`src/hw/rtl/pfdd_pkg.sv`:
```
// Shared constants and helpers for the Playfair digraph decrypt core.
// Key square geometry, letter codes, register indexes and reset key.
// No dependencies.
`timescale 1ns / 1ps

package pfdd_pkg;

	localparam int LETTER_W    = 5;
	localparam int LETTERS     = 26;
	localparam int SQ_SIDE     = 5;
	localparam int SQ_CELLS    = 25;
	localparam int KEY_MAX_DEF = 12;
	localparam int KEY_W       = 60;
	localparam int KLEN_W      = 4;
	localparam int CFG_IDX_W   = 2;
	localparam int CFG_DATA_W  = 60;
	localparam int TDATA_W     = 16;

	localparam logic [LETTER_W-1:0] LETTER_I = 5'd8;
	localparam logic [LETTER_W-1:0] LETTER_J = 5'd9;

	// "playfair", first letter in the low bits
	localparam logic [KEY_W-1:0]  RESET_KEY     = 60'd592711516527;
	localparam logic [KLEN_W-1:0] RESET_KEY_LEN = 4'd8;

	localparam logic [CFG_IDX_W-1:0] REG_KEY_LETTERS = 2'd0;
	localparam logic [CFG_IDX_W-1:0] REG_KEY_LENGTH  = 2'd1;

	// row of a square position 0..24
	function automatic logic [2:0] row_of(input logic [LETTER_W-1:0] p);
		logic [2:0] r;
		if (p >= 5'd20)      r = 3'd4;
		else if (p >= 5'd15) r = 3'd3;
		else if (p >= 5'd10) r = 3'd2;
		else if (p >= 5'd5)  r = 3'd1;
		else                 r = 3'd0;
		return r;
	endfunction

	function automatic logic [2:0] col_of(input logic [LETTER_W-1:0] p, input logic [2:0] r);
		logic [LETTER_W-1:0] base;
		logic [LETTER_W-1:0] diff;
		base = 5'({r, 2'b00}) + 5'(r);
		diff = p - base;
		return diff[2:0];
	endfunction

	function automatic logic [LETTER_W-1:0] pos_at(input logic [2:0] r, input logic [2:0] c);
		return 5'({r, 2'b00}) + 5'(r) + 5'(c);
	endfunction

	// one step back with wrap over 0..4
	function automatic logic [2:0] dec5(input logic [2:0] v);
		return (v == 3'd0) ? 3'(SQ_SIDE - 1) : v - 3'd1;
	endfunction

endpackage

```
`src/hw/rtl/playfair_digraph_decrypt_core.sv`:
```
// Playfair digraph decrypt core: key square builder, lookup pipeline.
// Depends on pfdd_pkg.
`timescale 1ns / 1ps

// Usage
// - s_* channel: one ciphertext word per handshake (a letter pair, a=0..z=25).
// - m_* channel: one plaintext word per input word, in order.
// - cfg_*: write key_letters (index 0) or key_length (index 1) while idle.
//   Other indexes are ignored. Each accepted write rebuilds the key square.
// Path: the position table read is registered in stage 1, then the square
//   read goes into the output register.
// Throughput: one word per cycle unless stalled or rebuilding; each stage has its
//   own valid bit, so stage 1 can take a word while the output register holds one.
// Rebuild: after reset and after each config write the builder walks the first
//   min(key_length, KEY_MAX_LETTERS) key letters, then the alphabet, one candidate
//   per cycle. s_tready stays low meanwhile.
// A letter j is looked up as i; codes above 25 are treated as square position 0.
// Stall: when m_tready is low the output holds, stage 1 fills, and then
//   s_tready drops until the output word is taken.
module playfair_digraph_decrypt_core #(
	parameter int KEY_MAX_LETTERS = pfdd_pkg::KEY_MAX_DEF
) (
	input  logic                             clk,
	input  logic                             arst_n,
	// config write port
	input  logic                             cfg_we,
	input  logic [pfdd_pkg::CFG_IDX_W-1:0]   cfg_index,
	input  logic [pfdd_pkg::CFG_DATA_W-1:0]  cfg_data,
	// input stream
	input  logic                             s_tvalid,
	output logic                             s_tready,
	input  logic [pfdd_pkg::TDATA_W-1:0]     s_tdata,   // [4:0] cipher_first, [9:5] cipher_second
	// output stream
	output logic                             m_tvalid,
	input  logic                             m_tready,
	output logic [pfdd_pkg::TDATA_W-1:0]     m_tdata    // [4:0] plain_first, [9:5] plain_second
);

	localparam int LW  = pfdd_pkg::LETTER_W;
	localparam int KIW = (KEY_MAX_LETTERS > 1) ? $clog2(KEY_MAX_LETTERS) : 1;
	localparam logic [pfdd_pkg::KLEN_W-1:0] KMAX = pfdd_pkg::KLEN_W'(KEY_MAX_LETTERS);

	typedef enum logic [1:0] {B_KEY, B_ALPHA, B_IDLE} bld_state_t;

	// ---------------------------------------------------------------
	// Key registers and square builder
	// ---------------------------------------------------------------
	bld_state_t                   bld_state_q;
	logic [LW-1:0]                key_q [KEY_MAX_LETTERS];
	logic [pfdd_pkg::KLEN_W-1:0]  key_len_q;
	logic [pfdd_pkg::KLEN_W-1:0]  key_cnt_q;
	logic [LW-1:0]                alpha_q;
	logic [LW-1:0]                count_q;     // next free square cell
	logic [pfdd_pkg::LETTERS-1:0] placed_q;

	logic [pfdd_pkg::KLEN_W-1:0]  n_eff;
	logic                         key_active;
	logic [LW-1:0]                cand;
	logic                         cand_seen;
	logic                         take;
	logic                         cfg_hit;

	assign n_eff      = (key_len_q > KMAX) ? KMAX : key_len_q;
	assign key_active = (bld_state_q == B_KEY) && (key_cnt_q < n_eff);
	assign cand       = key_active ? key_q[key_cnt_q[KIW-1:0]] : alpha_q;
	assign cand_seen  = (cand < LW'(pfdd_pkg::LETTERS)) ? placed_q[cand] : 1'b1;
	assign take       = (key_active || (bld_state_q == B_ALPHA))
	                    && (cand != pfdd_pkg::LETTER_J) && !cand_seen
	                    && (count_q < LW'(pfdd_pkg::SQ_CELLS));
	assign cfg_hit    = cfg_we && ((cfg_index == pfdd_pkg::REG_KEY_LETTERS)
	                    || (cfg_index == pfdd_pkg::REG_KEY_LENGTH));

	always_ff @(posedge clk or negedge arst_n) begin
		if (!arst_n) begin
			bld_state_q <= B_KEY;
			for (int k = 0; k < KEY_MAX_LETTERS; k++) begin
				key_q[k] <= pfdd_pkg::RESET_KEY[5*k +: 5];
			end
			key_len_q <= pfdd_pkg::RESET_KEY_LEN;
			key_cnt_q <= '0;
			alpha_q   <= '0;
			count_q   <= '0;
			placed_q  <= '0;
		end else if (cfg_hit) begin
			// restart the build from the new key
			if (cfg_index == pfdd_pkg::REG_KEY_LETTERS) begin
				for (int k = 0; k < KEY_MAX_LETTERS; k++) begin
					key_q[k] <= cfg_data[5*k +: 5];
				end
			end else begin
				key_len_q <= cfg_data[pfdd_pkg::KLEN_W-1:0];
			end
			bld_state_q <= B_KEY;
			key_cnt_q   <= '0;
			alpha_q     <= '0;
			count_q     <= '0;
			placed_q    <= '0;
		end else begin
			if (take) begin
				placed_q[cand] <= 1'b1;
				count_q        <= count_q + 1'b1;
			end
			case (bld_state_q)
				B_KEY: begin
					if (key_active) key_cnt_q <= key_cnt_q + 1'b1;
					else            bld_state_q <= B_ALPHA;
				end
				B_ALPHA: begin
					if (alpha_q == LW'(pfdd_pkg::LETTERS - 1)) bld_state_q <= B_IDLE;
					else                                       alpha_q <= alpha_q + 1'b1;
				end
				B_IDLE: begin
				end
				default: bld_state_q <= B_IDLE;
			endcase
		end
	end

	// ---------------------------------------------------------------
	// Pipeline control: stage 1 (position read), output (square read)
	// ---------------------------------------------------------------
	logic valid_s1;
	logic out_valid_q;
	logic adv_out;
	logic adv_s1;
	logic s_accept;

	assign adv_out  = !out_valid_q || m_tready;
	assign adv_s1   = !valid_s1 || adv_out;
	assign s_tready = adv_s1 && (bld_state_q == B_IDLE);
	assign s_accept = s_tvalid && s_tready;

	always_ff @(posedge clk or negedge arst_n) begin
		if (!arst_n) begin
			valid_s1    <= 1'b0;
			out_valid_q <= 1'b0;
		end else begin
			if (adv_s1)  valid_s1    <= s_accept;
			if (adv_out) out_valid_q <= valid_s1;
		end
	end

	// ---------------------------------------------------------------
	// Letter -> position table
	// ---------------------------------------------------------------
	logic [LW-1:0] pos_mem [pfdd_pkg::LETTERS];
	logic [LW-1:0] cin1, cin2;
	logic          bad1, bad2;
	logic [LW-1:0] addr1, addr2;
	logic [LW-1:0] pos1_s1, pos2_s1;
	logic          bad1_s1, bad2_s1;

	assign cin1  = s_tdata[LW-1:0];
	assign cin2  = s_tdata[2*LW-1:LW];
	assign bad1  = (cin1 >= LW'(pfdd_pkg::LETTERS));
	assign bad2  = (cin2 >= LW'(pfdd_pkg::LETTERS));
	// j reads as i; out-of-range codes are forced to position 0 downstream
	assign addr1 = bad1 ? '0 : ((cin1 == pfdd_pkg::LETTER_J) ? pfdd_pkg::LETTER_I : cin1);
	assign addr2 = bad2 ? '0 : ((cin2 == pfdd_pkg::LETTER_J) ? pfdd_pkg::LETTER_I : cin2);

	always_ff @(posedge clk) begin
		if (take) pos_mem[cand] <= count_q;
		if (s_accept) begin
			pos1_s1 <= pos_mem[addr1];
			pos2_s1 <= pos_mem[addr2];
			bad1_s1 <= bad1;
			bad2_s1 <= bad2;
		end
	end

	// ---------------------------------------------------------------
	// Digraph rules
	// ---------------------------------------------------------------
	logic [LW-1:0] p1, p2, q1, q2;
	logic [2:0]    r1, c1, r2, c2;

	always_comb begin
		p1 = bad1_s1 ? '0 : pos1_s1;
		p2 = bad2_s1 ? '0 : pos2_s1;
		r1 = pfdd_pkg::row_of(p1);
		r2 = pfdd_pkg::row_of(p2);
		c1 = pfdd_pkg::col_of(p1, r1);
		c2 = pfdd_pkg::col_of(p2, r2);
		if (r1 == r2) begin
			// same row (also a doubled letter): shift left
			q1 = pfdd_pkg::pos_at(r1, pfdd_pkg::dec5(c1));
			q2 = pfdd_pkg::pos_at(r2, pfdd_pkg::dec5(c2));
		end else if (c1 == c2) begin
			// same column: shift up
			q1 = pfdd_pkg::pos_at(pfdd_pkg::dec5(r1), c1);
			q2 = pfdd_pkg::pos_at(pfdd_pkg::dec5(r2), c2);
		end else begin
			// rectangle: swap columns
			q1 = pfdd_pkg::pos_at(r1, c2);
			q2 = pfdd_pkg::pos_at(r2, c1);
		end
	end

	// ---------------------------------------------------------------
	// Key square, read straight into the output register
	// ---------------------------------------------------------------
	logic [LW-1:0] sq_mem [pfdd_pkg::SQ_CELLS];
	logic [LW-1:0] plain_first_q, plain_second_q;

	always_ff @(posedge clk) begin
		if (take) sq_mem[count_q] <= cand;
		if (adv_out && valid_s1) begin
			plain_first_q  <= sq_mem[q1];
			plain_second_q <= sq_mem[q2];
		end
	end

	assign m_tvalid = out_valid_q;
	assign m_tdata  = {(pfdd_pkg::TDATA_W - 2*LW)'(0), plain_second_q, plain_first_q};

	// ---------------------------------------------------------------
	// Assertions
	// ---------------------------------------------------------------
	a_build_complete: assert property (@(posedge clk) disable iff (!arst_n)
		(bld_state_q == B_IDLE) |->
		(count_q == LW'(pfdd_pkg::SQ_CELLS)) && ($countones(placed_q) == pfdd_pkg::SQ_CELLS))
		else $error("square build finished without 25 placed letters");

	a_no_j_out: assert property (@(posedge clk) disable iff (!arst_n)
		m_tvalid |-> (m_tdata[LW-1:0] != pfdd_pkg::LETTER_J)
		&& (m_tdata[2*LW-1:LW] != pfdd_pkg::LETTER_J))
		else $error("decoded letter j cannot come from the square");

	a_no_accept_building: assert property (@(posedge clk) disable iff (!arst_n)
		(bld_state_q != B_IDLE) |=> !valid_s1 || $past(valid_s1 && !adv_out))
		else $error("word entered the pipeline during a square rebuild");

	a_placed_count: assert property (@(posedge clk) disable iff (!arst_n)
		take |=> ($countones(placed_q) == 32'(count_q)) || $past(cfg_hit))
		else $error("placed letters and fill count disagree");

endmodule
```
`config.mk`:
```
export PLATFORM = sky130hd
export DESIGN_NAME = playfair_digraph_decrypt_core
export DESIGN_NICKNAME = d
export VERILOG_FILES = /design/src/hw/rtl/pfdd_pkg.sv /design/src/hw/rtl/playfair_digraph_decrypt_core.sv
export SDC_FILE = /design/constraint.sdc
export NUM_CORES = 1
export LEC_CHECK = 0
export BUFFER_PORTS_ARGS = -buffer_cell sky130_fd_sc_hd__buf_2
export CORE_MARGIN = 2
export CORE_UTILIZATION = 53
export DETAILED_ROUTE_END_ITERATION = 12
export PLACE_DENSITY = 0.7
export SYNTH_ARGS = -nofsm -noshare
export SYNTH_HDL_FRONTEND = slang
export SYNTH_SLANG_ARGS = --single-unit
```
`constraint.sdc`:
```
create_clock -name clk -period 17.5 [get_ports clk]
set_input_delay 0.875 -clock clk [delete_from_list [all_inputs] [get_ports clk]]
set_output_delay 0.875 -clock clk [all_outputs]
set_load 0.01 [all_outputs]
```
== Word-level counts from Yosys, hierarchy flattened ==
Memories as Yosys holds them, arrays and structs flattened. A register that Yosys moved wholly into a read port is not among the register bits.
Cells that the tools add are included.
Word-level totals
  register bits: 110
  bits in writable memories: 255
  input port bits: 83
  output and inout port bits: 18
  logic and storage cells: 155
  memories kept: 2
Memory list
  pos_mem: words 26, width 5, rd ports 2, clocked after Yosys merged registers in 2, wr ports 1, RTL line playfair_digraph_decrypt_core.sv:146  | logic [LW-1:0] pos_mem [pfdd_pkg::LETTERS];
  sq_mem: words 25, width 5, rd ports 2, clocked after Yosys merged registers in 2, wr ports 1, RTL line playfair_digraph_decrypt_core.sv:202  | logic [LW-1:0] sq_mem [pfdd_pkg::SQ_CELLS];
Cells by class
  $add $sub $neg: 19
  order comparisons: 17
  equal/unequal tests: 13
  mux-type cells: 48
  bitwise logic cells: 3
  reductions and logical operators: 31
Operator list (number)
  $mux 5: 18
  $mux 26: 2
  $add 5x3->5: 10
  $or 26x26->26: 1
  $ge 5x5->1 const B: 5
  $bmux 5 s4: 1
  $ge 5x4->1 const B: 4
  $mux 3: 6
  $mux 4: 4
  $mux 2: 7
  $logic_not 3->1: 4
  $sub 3x1->3 const B: 4
  $add 5x1->5 const B: 2
  $eq 5x4->1 const B: 2
  $ge 5x3->1 const B: 2
  $lt 5x5->1 const B: 2
  $logic_and 1x1->1: 9
  $reduce_and 2->1: 4
  $reduce_bool 2->1: 4
  $mux 1: 7
  $eq 3x3->1: 2
  $lt 5x6->1 const B: 1
  $pmux 2 s3: 1
  $sub 3x3->3: 2
  other kinds (19): 27

== Depth between registers and ports, before layout ==
  word-level depth: 13
  depth in mapped cells: 25
  depth with buffers taken out: 22

== Worst setup path after synthesis ==
Ideal clock, no wire load.
  path kind: register to register
  start: register pos2_s1[1] (read register of pos_mem)
  end: register plain_second_q[1] (read register of sq_mem) (data pin)
  library setup time: 0.272 ns
  arrival time: 5.284 ns
  data required time: 17.228 ns
  slack: 11.944 ns
  stages on the path, launching flop included: 21
  path buffers: 1
  clock period less this slack: 5.556 ns
  cells stage by stage: edfxtp_1 nand2b_1 a21boi_0 a2bb2oi_1 nor2_1 ha_1 fa_1 clkbuf_1 or3_1 o211ai_2 inv_2 fa_1 inv_1 fa_1 xnor2_1 nor3_1 a21oi_1 a22oi_1 nor2b_1 a32o_1 or4_1
On the way
  word-level cells in the longest chain between the ends: 12
  elaborated cells on any way between the ends: 25
  classes of those cells: add/sub: 8; order compare: 4; eq/ne: 2; mux: 9; reduce/logical: 2
RTL lines
  from (decl): RTL line playfair_digraph_decrypt_core.sv:150  | logic [LW-1:0] pos1_s1, pos2_s1;
  $mux 5 *: RTL line playfair_digraph_decrypt_core.sv:179  | p2 = bad2_s1 ? '0 : pos2_s1;
  $ge 5x3->1: RTL line pfdd_pkg.sv:35  | else if (p >= 5'd5) r = 3'd1;
  $mux 1: RTL line pfdd_pkg.sv:35
  $mux 2: RTL line pfdd_pkg.sv:34  | else if (p >= 5'd10) r = 3'd2;
  $mux 2: RTL line pfdd_pkg.sv:33  | else if (p >= 5'd15) r = 3'd3;
  $mux 3: RTL line pfdd_pkg.sv:32  | if (p >= 5'd20) r = 3'd4;
  $add 5x3->5, or another cell as far along: RTL line pfdd_pkg.sv:49  | return 5'({r, 2'b00}) + 5'(r) + 5'(c);
  $sub 3x3->3 / $mux 3 (equally long branches): RTL line pfdd_pkg.sv:44, pfdd_pkg.sv:54
  $sub 3x1->3, or another cell as far along: RTL line pfdd_pkg.sv:54  | return (v == 3'd0) ? 3'(SQ_SIDE - 1) : v - 3'd1;
  $mux 3 / $add 5x3->5 (equally long branches): RTL line pfdd_pkg.sv:54, pfdd_pkg.sv:49
  $add 5x3->5 / $mux 5 (equally long branches): RTL line pfdd_pkg.sv:49, playfair_digraph_decrypt_core.sv:188
  $mux 5 *: RTL line playfair_digraph_decrypt_core.sv:184  | if (r1 == r2) begin
  to (decl): RTL line playfair_digraph_decrypt_core.sv:203  | logic [LW-1:0] plain_first_q, plain_second_q;
Every way passes the cells marked *; elsewhere a longest branch is shown, timed or not.
A chain may end at the register's enable or synchronous reset.

== Worst setup path in the final report ==
  start: register pos2_s1[3] (read register of pos_mem)
  end: register plain_second_q[1] (read register of sq_mem) (data pin)
On the way
  word-level cells in the longest chain between the ends: 12
  elaborated cells on any way between the ends: 25
  classes of those cells: add/sub: 8; order compare: 4; eq/ne: 2; mux: 9; reduce/logical: 2
RTL lines (RTL line)
  $mux 5 *: playfair_digraph_decrypt_core.sv:179
  $ge 5x3->1: pfdd_pkg.sv:35
  $mux 1: pfdd_pkg.sv:35
  $mux 2: pfdd_pkg.sv:34
  $mux 2: pfdd_pkg.sv:33
  $mux 3 *: pfdd_pkg.sv:32
  $add 5x3->5, or another cell as far along: pfdd_pkg.sv:49
  $sub 3x3->3 / $mux 3 (equally long branches): pfdd_pkg.sv:44, pfdd_pkg.sv:54
  $sub 3x1->3, or another cell as far along: pfdd_pkg.sv:54
  $mux 3 / $add 5x3->5 (equally long branches): pfdd_pkg.sv:54, pfdd_pkg.sv:49
  $add 5x3->5 / $mux 5 (equally long branches): pfdd_pkg.sv:49, playfair_digraph_decrypt_core.sv:188
  $mux 5 *: playfair_digraph_decrypt_core.sv:184
Marked as above.

==> results.txt <==
Summed over all nets, the switching power comes to 1.73 mW. The type of the most critical hold path is in -> async. Across the whole layout, storage elements account for 0.0110 sq mm.

Setup slack closes at 10.79 ns. The horizontal die dimension came out at 199 um. The count of standard-cell rows came out at 71.

Leaving out fill and tap cells, the most frequent cells in the layout are sky130_fd_sc_hd__edfxtp_1, sky130_fd_sc_hd__nand2_1, sky130_fd_sc_hd__nor2_1. The worst setup path is captured at a flop. In this run, CTS created clock tree buffers numbering 42. The master cell of the clock root buffer is sky130_fd_sc_hd__clkbuf_16.

At the later pin of the worst-skew pair, clock insertion delay measures 0.57 ns. The worst reg2reg path depth is 19. The reported leakage power came out at 8.57 nW. The count of pins over their slew limit is 0.

Fill cells in the final layout number 3022. The total power density per cell area came out at 185 mW/mm^2. The library cell used most frequently in the layout, excluding fill and tap cells, is sky130_fd_sc_hd__edfxtp_1. The mean routed wirelength per cell is 22.0 um. 0 antenna diodes ended up in the layout. The internal power summed over all cells is 2.44 mW. The final estimated routing congestion in global placement came out at 0.915. The synthesized instance count came out at 1676. For the pin with the worst max-slew slack, the measured transition is 1.19 ns. The overall global routing resource usage came out at 25.8%. The clock-pin slew of the registers on the worst-case setup and hold paths is 0.05 ns.

The synthesized area divided by synthesized cell count came out at 12.1 sq um. The synthesized cell area came out at 0.0202 sq mm. Summing all multi-input logic gate instances after layout gives 0.00868 sq mm. The portion of total power attributed to combinational logic is 46.2%.

The minimum clock period is 6.71 ns. Data on the critical path is required at its endpoint by 17.77 ns. Setup repair after global routing left no endpoint under its margin. The post-synthesis to final-layout area growth is 11.6%.

The HPWL reported at the end of detailed placement came out at 34000 um. The number of library cell types mapped by synthesis is 86. For this block, the routed nets add up to 50300 um of wire. The number of placed instances with taps included is 2212. The clock passes through at most 3 buffers. The H-tree depth reported by CTS is 2. The count of flip-flops with a built-in enable after synthesis came out at 277. The largest net degree at the start of global routing came out at 73.

The primary flip-flop cell chosen by synthesis mapping is sky130_fd_sc_hd__edfxtp_1. The wire length of the first global-routing pass is 78200 um. Static timing analysis puts the maximum clock frequency at 0.149 GHz. In this run the register-to-register setup slack is 10.79 ns. The routed layout has 14200 vias. The via-per-instance ratio is 6.21. The critical path data arrival time is 6.98 ns.

After synthesis the netlist holds a flip-flop and latch count of 385. In the finished design, the share of the clock period the worst path needs comes to 38.3%. The run finished with clean final reports. The max-cap check violation count is 0.

In this run the tightest slew margin relative to its limit is 21.0%. The maximum fanout encountered on the critical timing path came out at 9. The via count of the first global-routing pass was 14000. The floorplan step set the die height to 199 um. For this run, design rule violations remaining after detail routing come to 0. The capturing point of the worst reg2reg path is plain_second_q[1]$_DFFE_PP_. The die footprint is 0.0397 sq mm. The final cell count without fillers is 2290.

The residual overflow from global routing came out at 0. The total of endpoints with negative setup slack in the final report came out at 0. TritonCTS built the clock tree. The part of the total power dissipated in sequential elements came out at 32.0%.

The area inside the core boundary came out at 0.0377 sq mm. The effective utilization at floorplan came out at 53.7%. The violation count after the first detailed-routing iteration came out at 1362. The clock arrives with 0.0233 ns of skew. The async set-reset flop share out of synthesis is 28.1%.

The detailed-router iteration count before antenna repair is 5. The post-CTS setup repair buffer count came out at 0. The worst voltage drop across the vdd grid came out at 0.000120 V. Of the cells placed in the final design, the portion with a size suffix greater than 1 is 21.0%.

The net count of the finished layout is 1871. The top-level I/O count came out at 101. The number of buffers inserted by hold repair at cts came out at 0. The count of nets left with antenna violations once routing finished came out at 0. The clock net sink count is 385. The number of antenna violations at the first check in global routing is 0. The worst setup path is launched from a flop. In the final timing run, aggregate negative setup slack is 0 ns. Port buffering added 88 buffers. Sequential cells were found to cover 54.6% of the synthesized design area. The yosys synthesis warning count is 0. By startpoint and endpoint, the worst setup path is classified as reg -> reg.

The number of instances resized during post-cts repair is 0. The switching power as a share of total power is 41.5%. OpenSTA, run right after detailed placement, puts the worst setup slack at 10.84 ns. The startpoint of the most critical register-to-register path is pos2_s1[3]$_DFFE_PP_. The clock network accounts for 21.9% of the total power.

The hold violation total from the final report is 0.
-- worst max-delay path: stages (launching register included) --
cell,delay (ns)
sky130_fd_sc_hd__edfxtp_1,0.50
sky130_fd_sc_hd__nand2b_1,0.19
sky130_fd_sc_hd__a21boi_0,0.31
sky130_fd_sc_hd__a2bb2oi_1,0.34
sky130_fd_sc_hd__nor2_1,0.12
sky130_fd_sc_hd__ha_1,0.22
sky130_fd_sc_hd__fa_1,0.49
sky130_fd_sc_hd__or3_1,0.40
sky130_fd_sc_hd__o211ai_2,0.40
sky130_fd_sc_hd__inv_2,0.15
sky130_fd_sc_hd__fa_1,0.53
sky130_fd_sc_hd__inv_1,0.07
sky130_fd_sc_hd__fa_1,0.43
sky130_fd_sc_hd__xnor2_1,0.15
sky130_fd_sc_hd__nor3_1,0.21
sky130_fd_sc_hd__a21oi_1,0.12
sky130_fd_sc_hd__a22oi_1,0.62
sky130_fd_sc_hd__nor2b_1,0.32
sky130_fd_sc_hd__a32o_1,0.33
sky130_fd_sc_hd__or4_1,0.52
-- synth_stat cells (3+ instances only) --
| cell type | number | area share, % |
|---|---|---|
| sky130_fd_sc_hd__nand3b_1 | 5 | 0.19 |
| sky130_fd_sc_hd__nand4_1 | 9 | 0.28 |
| sky130_fd_sc_hd__o211ai_1 | 6 | 0.22 |
| sky130_fd_sc_hd__xnor2_1 | 16 | 0.69 |
| sky130_fd_sc_hd__o21a_1 | 30 | 1.1 |
| sky130_fd_sc_hd__a211oi_1 | 16 | 0.59 |
| sky130_fd_sc_hd__a21oi_1 | 86 | 2.1 |
| sky130_fd_sc_hd__nand2b_1 | 8 | 0.25 |
| sky130_fd_sc_hd__nand3_1 | 81 | 2.0 |
| sky130_fd_sc_hd__mux2i_1 | 53 | 2.6 |
| sky130_fd_sc_hd__nand2_1 | 254 | 4.7 |
| sky130_fd_sc_hd__a221o_1 | 3 | 0.15 |
| sky130_fd_sc_hd__o21ai_1 | 4 | 0.099 |
| sky130_fd_sc_hd__and3_1 | 9 | 0.28 |
| sky130_fd_sc_hd__nor2_1 | 98 | 1.8 |
| sky130_fd_sc_hd__a221oi_1 | 12 | 0.52 |
| sky130_fd_sc_hd__dfrtp_1 | 93 | 12 |
| sky130_fd_sc_hd__ha_1 | 33 | 2.0 |
| sky130_fd_sc_hd__nor2b_1 | 15 | 0.46 |
| sky130_fd_sc_hd__mux2_2 | 81 | 4.5 |
| sky130_fd_sc_hd__a22o_1 | 3 | 0.13 |
| sky130_fd_sc_hd__inv_1 | 42 | 0.78 |
| sky130_fd_sc_hd__o22ai_1 | 4 | 0.12 |
| sky130_fd_sc_hd__or2_2 | 9 | 0.28 |
| sky130_fd_sc_hd__a21boi_0 | 12 | 0.45 |
| sky130_fd_sc_hd__dfstp_2 | 15 | 1.9 |
| sky130_fd_sc_hd__buf_1 | 11 | 0.20 |
| sky130_fd_sc_hd__or4_1 | 4 | 0.15 |
| sky130_fd_sc_hd__xor2_1 | 11 | 0.48 |
| sky130_fd_sc_hd__a32oi_1 | 11 | 0.48 |
| sky130_fd_sc_hd__a22oi_1 | 11 | 0.41 |
| sky130_fd_sc_hd__o21ai_0 | 50 | 1.2 |
| sky130_fd_sc_hd__or3_1 | 10 | 0.31 |
| sky130_fd_sc_hd__mux4_2 | 73 | 8.1 |
| sky130_fd_sc_hd__nor4_1 | 4 | 0.12 |
| sky130_fd_sc_hd__clkbuf_1 | 56 | 1.0 |
| sky130_fd_sc_hd__fa_1 | 10 | 0.99 |
| sky130_fd_sc_hd__buf_4 | 11 | 0.41 |
| sky130_fd_sc_hd__buf_2 | 15 | 0.37 |
| sky130_fd_sc_hd__nor3_1 | 25 | 0.62 |
| sky130_fd_sc_hd__a31oi_1 | 13 | 0.40 |
| sky130_fd_sc_hd__o31ai_1 | 4 | 0.15 |
| sky130_fd_sc_hd__and2_1 | 14 | 0.43 |
| sky130_fd_sc_hd__a21o_1 | 10 | 0.37 |
| sky130_fd_sc_hd__edfxtp_1 | 277 | 41 |
-- power by group through the flow --
| stage | Sequential [mW] | Combinational (mW) | Clock (mW) |
|---|---|---|---|
| floorplan | 1.31 | 1.35 | 0 |
| global placement | 1.34 | 1.84 | 0 |
| detailed placement | 1.35 | 1.88 | 0 |
| CTS | 1.33 | 1.89 | 0.922 |
| global route | 1.35 | 2.07 | 0.957 |
| finish | 1.33 | 1.93 | 0.912 |
-- registers in the layout, indices dropped and copies added (netlist names), 2 cells and up --
signal,count
plain_first_q,5
bld_state_q,2
pos2_s1,5
key_cnt_q,4
count_q,5
key_len_q,4
placed_q,26
pos1_s1,5
pos_mem,130
plain_second_q,5
key_q,60
alpha_q,5
sq_mem,125
-- worst max-delay path by stage --
stage                    startpoint                     endpoint  slack [ns]  cells past startpoint
2_1_floorplan  pos2_s1[1]$_DFFE_PP_  plain_second_q[1]$_DFFE_PP_       11.94                     20
3_3_place_gp   pos1_s1[1]$_DFFE_PP_   plain_first_q[1]$_DFFE_PP_       11.01                     20
3_5_place_dp   pos2_s1[1]$_DFFE_PP_  plain_second_q[1]$_DFFE_PP_       10.84                     19
4_1_cts        pos2_s1[1]$_DFFE_PP_  plain_second_q[1]$_DFFE_PP_       10.85                     19
5_1_grt        pos2_s1[3]$_DFFE_PP_  plain_second_q[1]$_DFFE_PP_       10.50                     19
6_report       pos2_s1[3]$_DFFE_PP_  plain_second_q[1]$_DFFE_PP_       10.79                     19
-- final cells by class --
class                           count  area share (%)
Multi-Input combinational cell   1161            38.5
Clock inverter                     13           0.815
Inverter                           45           0.759
Timing Repair Buffer              110            2.69
Sequential cell                   385            48.9
Clock buffer                       65            5.54
Tap cell                          511            2.83
-- kinds of logic (layout without fill, tap and decap cells) --
| group | Yosys count | count (layout) | share of synthesized area [%] |
|---|---|---|---|
| simple gates | 560 | 560 | 12.5 |
| xor+xnor | 29 | 29 | 1.33 |
| buf+inv | 140 | 233 | 3.00 |
| compound gates | 309 | 309 | 10.2 |
| fa+ha+maj | 45 | 45 | 3.13 |
| flops | 385 | 385 | 54.6 |
| mux | 207 | 207 | 15.3 |
| other cells | 1 | 11 | 0.0185 |
-- metrics by stage --
step / total power, mW / cell area [sq um] / hold WS (ns) / util [%]
finish: 4.17 / 22600 / 0.275 / 59.9
global route: 4.38 / 22600 / 0.300 / 59.9
CTS: 4.14 / 22600 / 0.267 / 59.9
detailed placement: 3.23 / 21100 / 0.469 / 56.1
global placement: 3.18 / 21100 / 0.460 / 56.1
floorplan: 2.66 / 20300 / 0.447 / -
-- routing by layer --
metal	track usage, %	wire length (um)	vias to the layer above
met5	0	0	-
met4	9.08	1580	0
met3	5.01	4110	118
met2	42.8	24700	643
met1	34.2	19900	7042
li1	-	-	6414
Power figures use the tool's default switching activity.
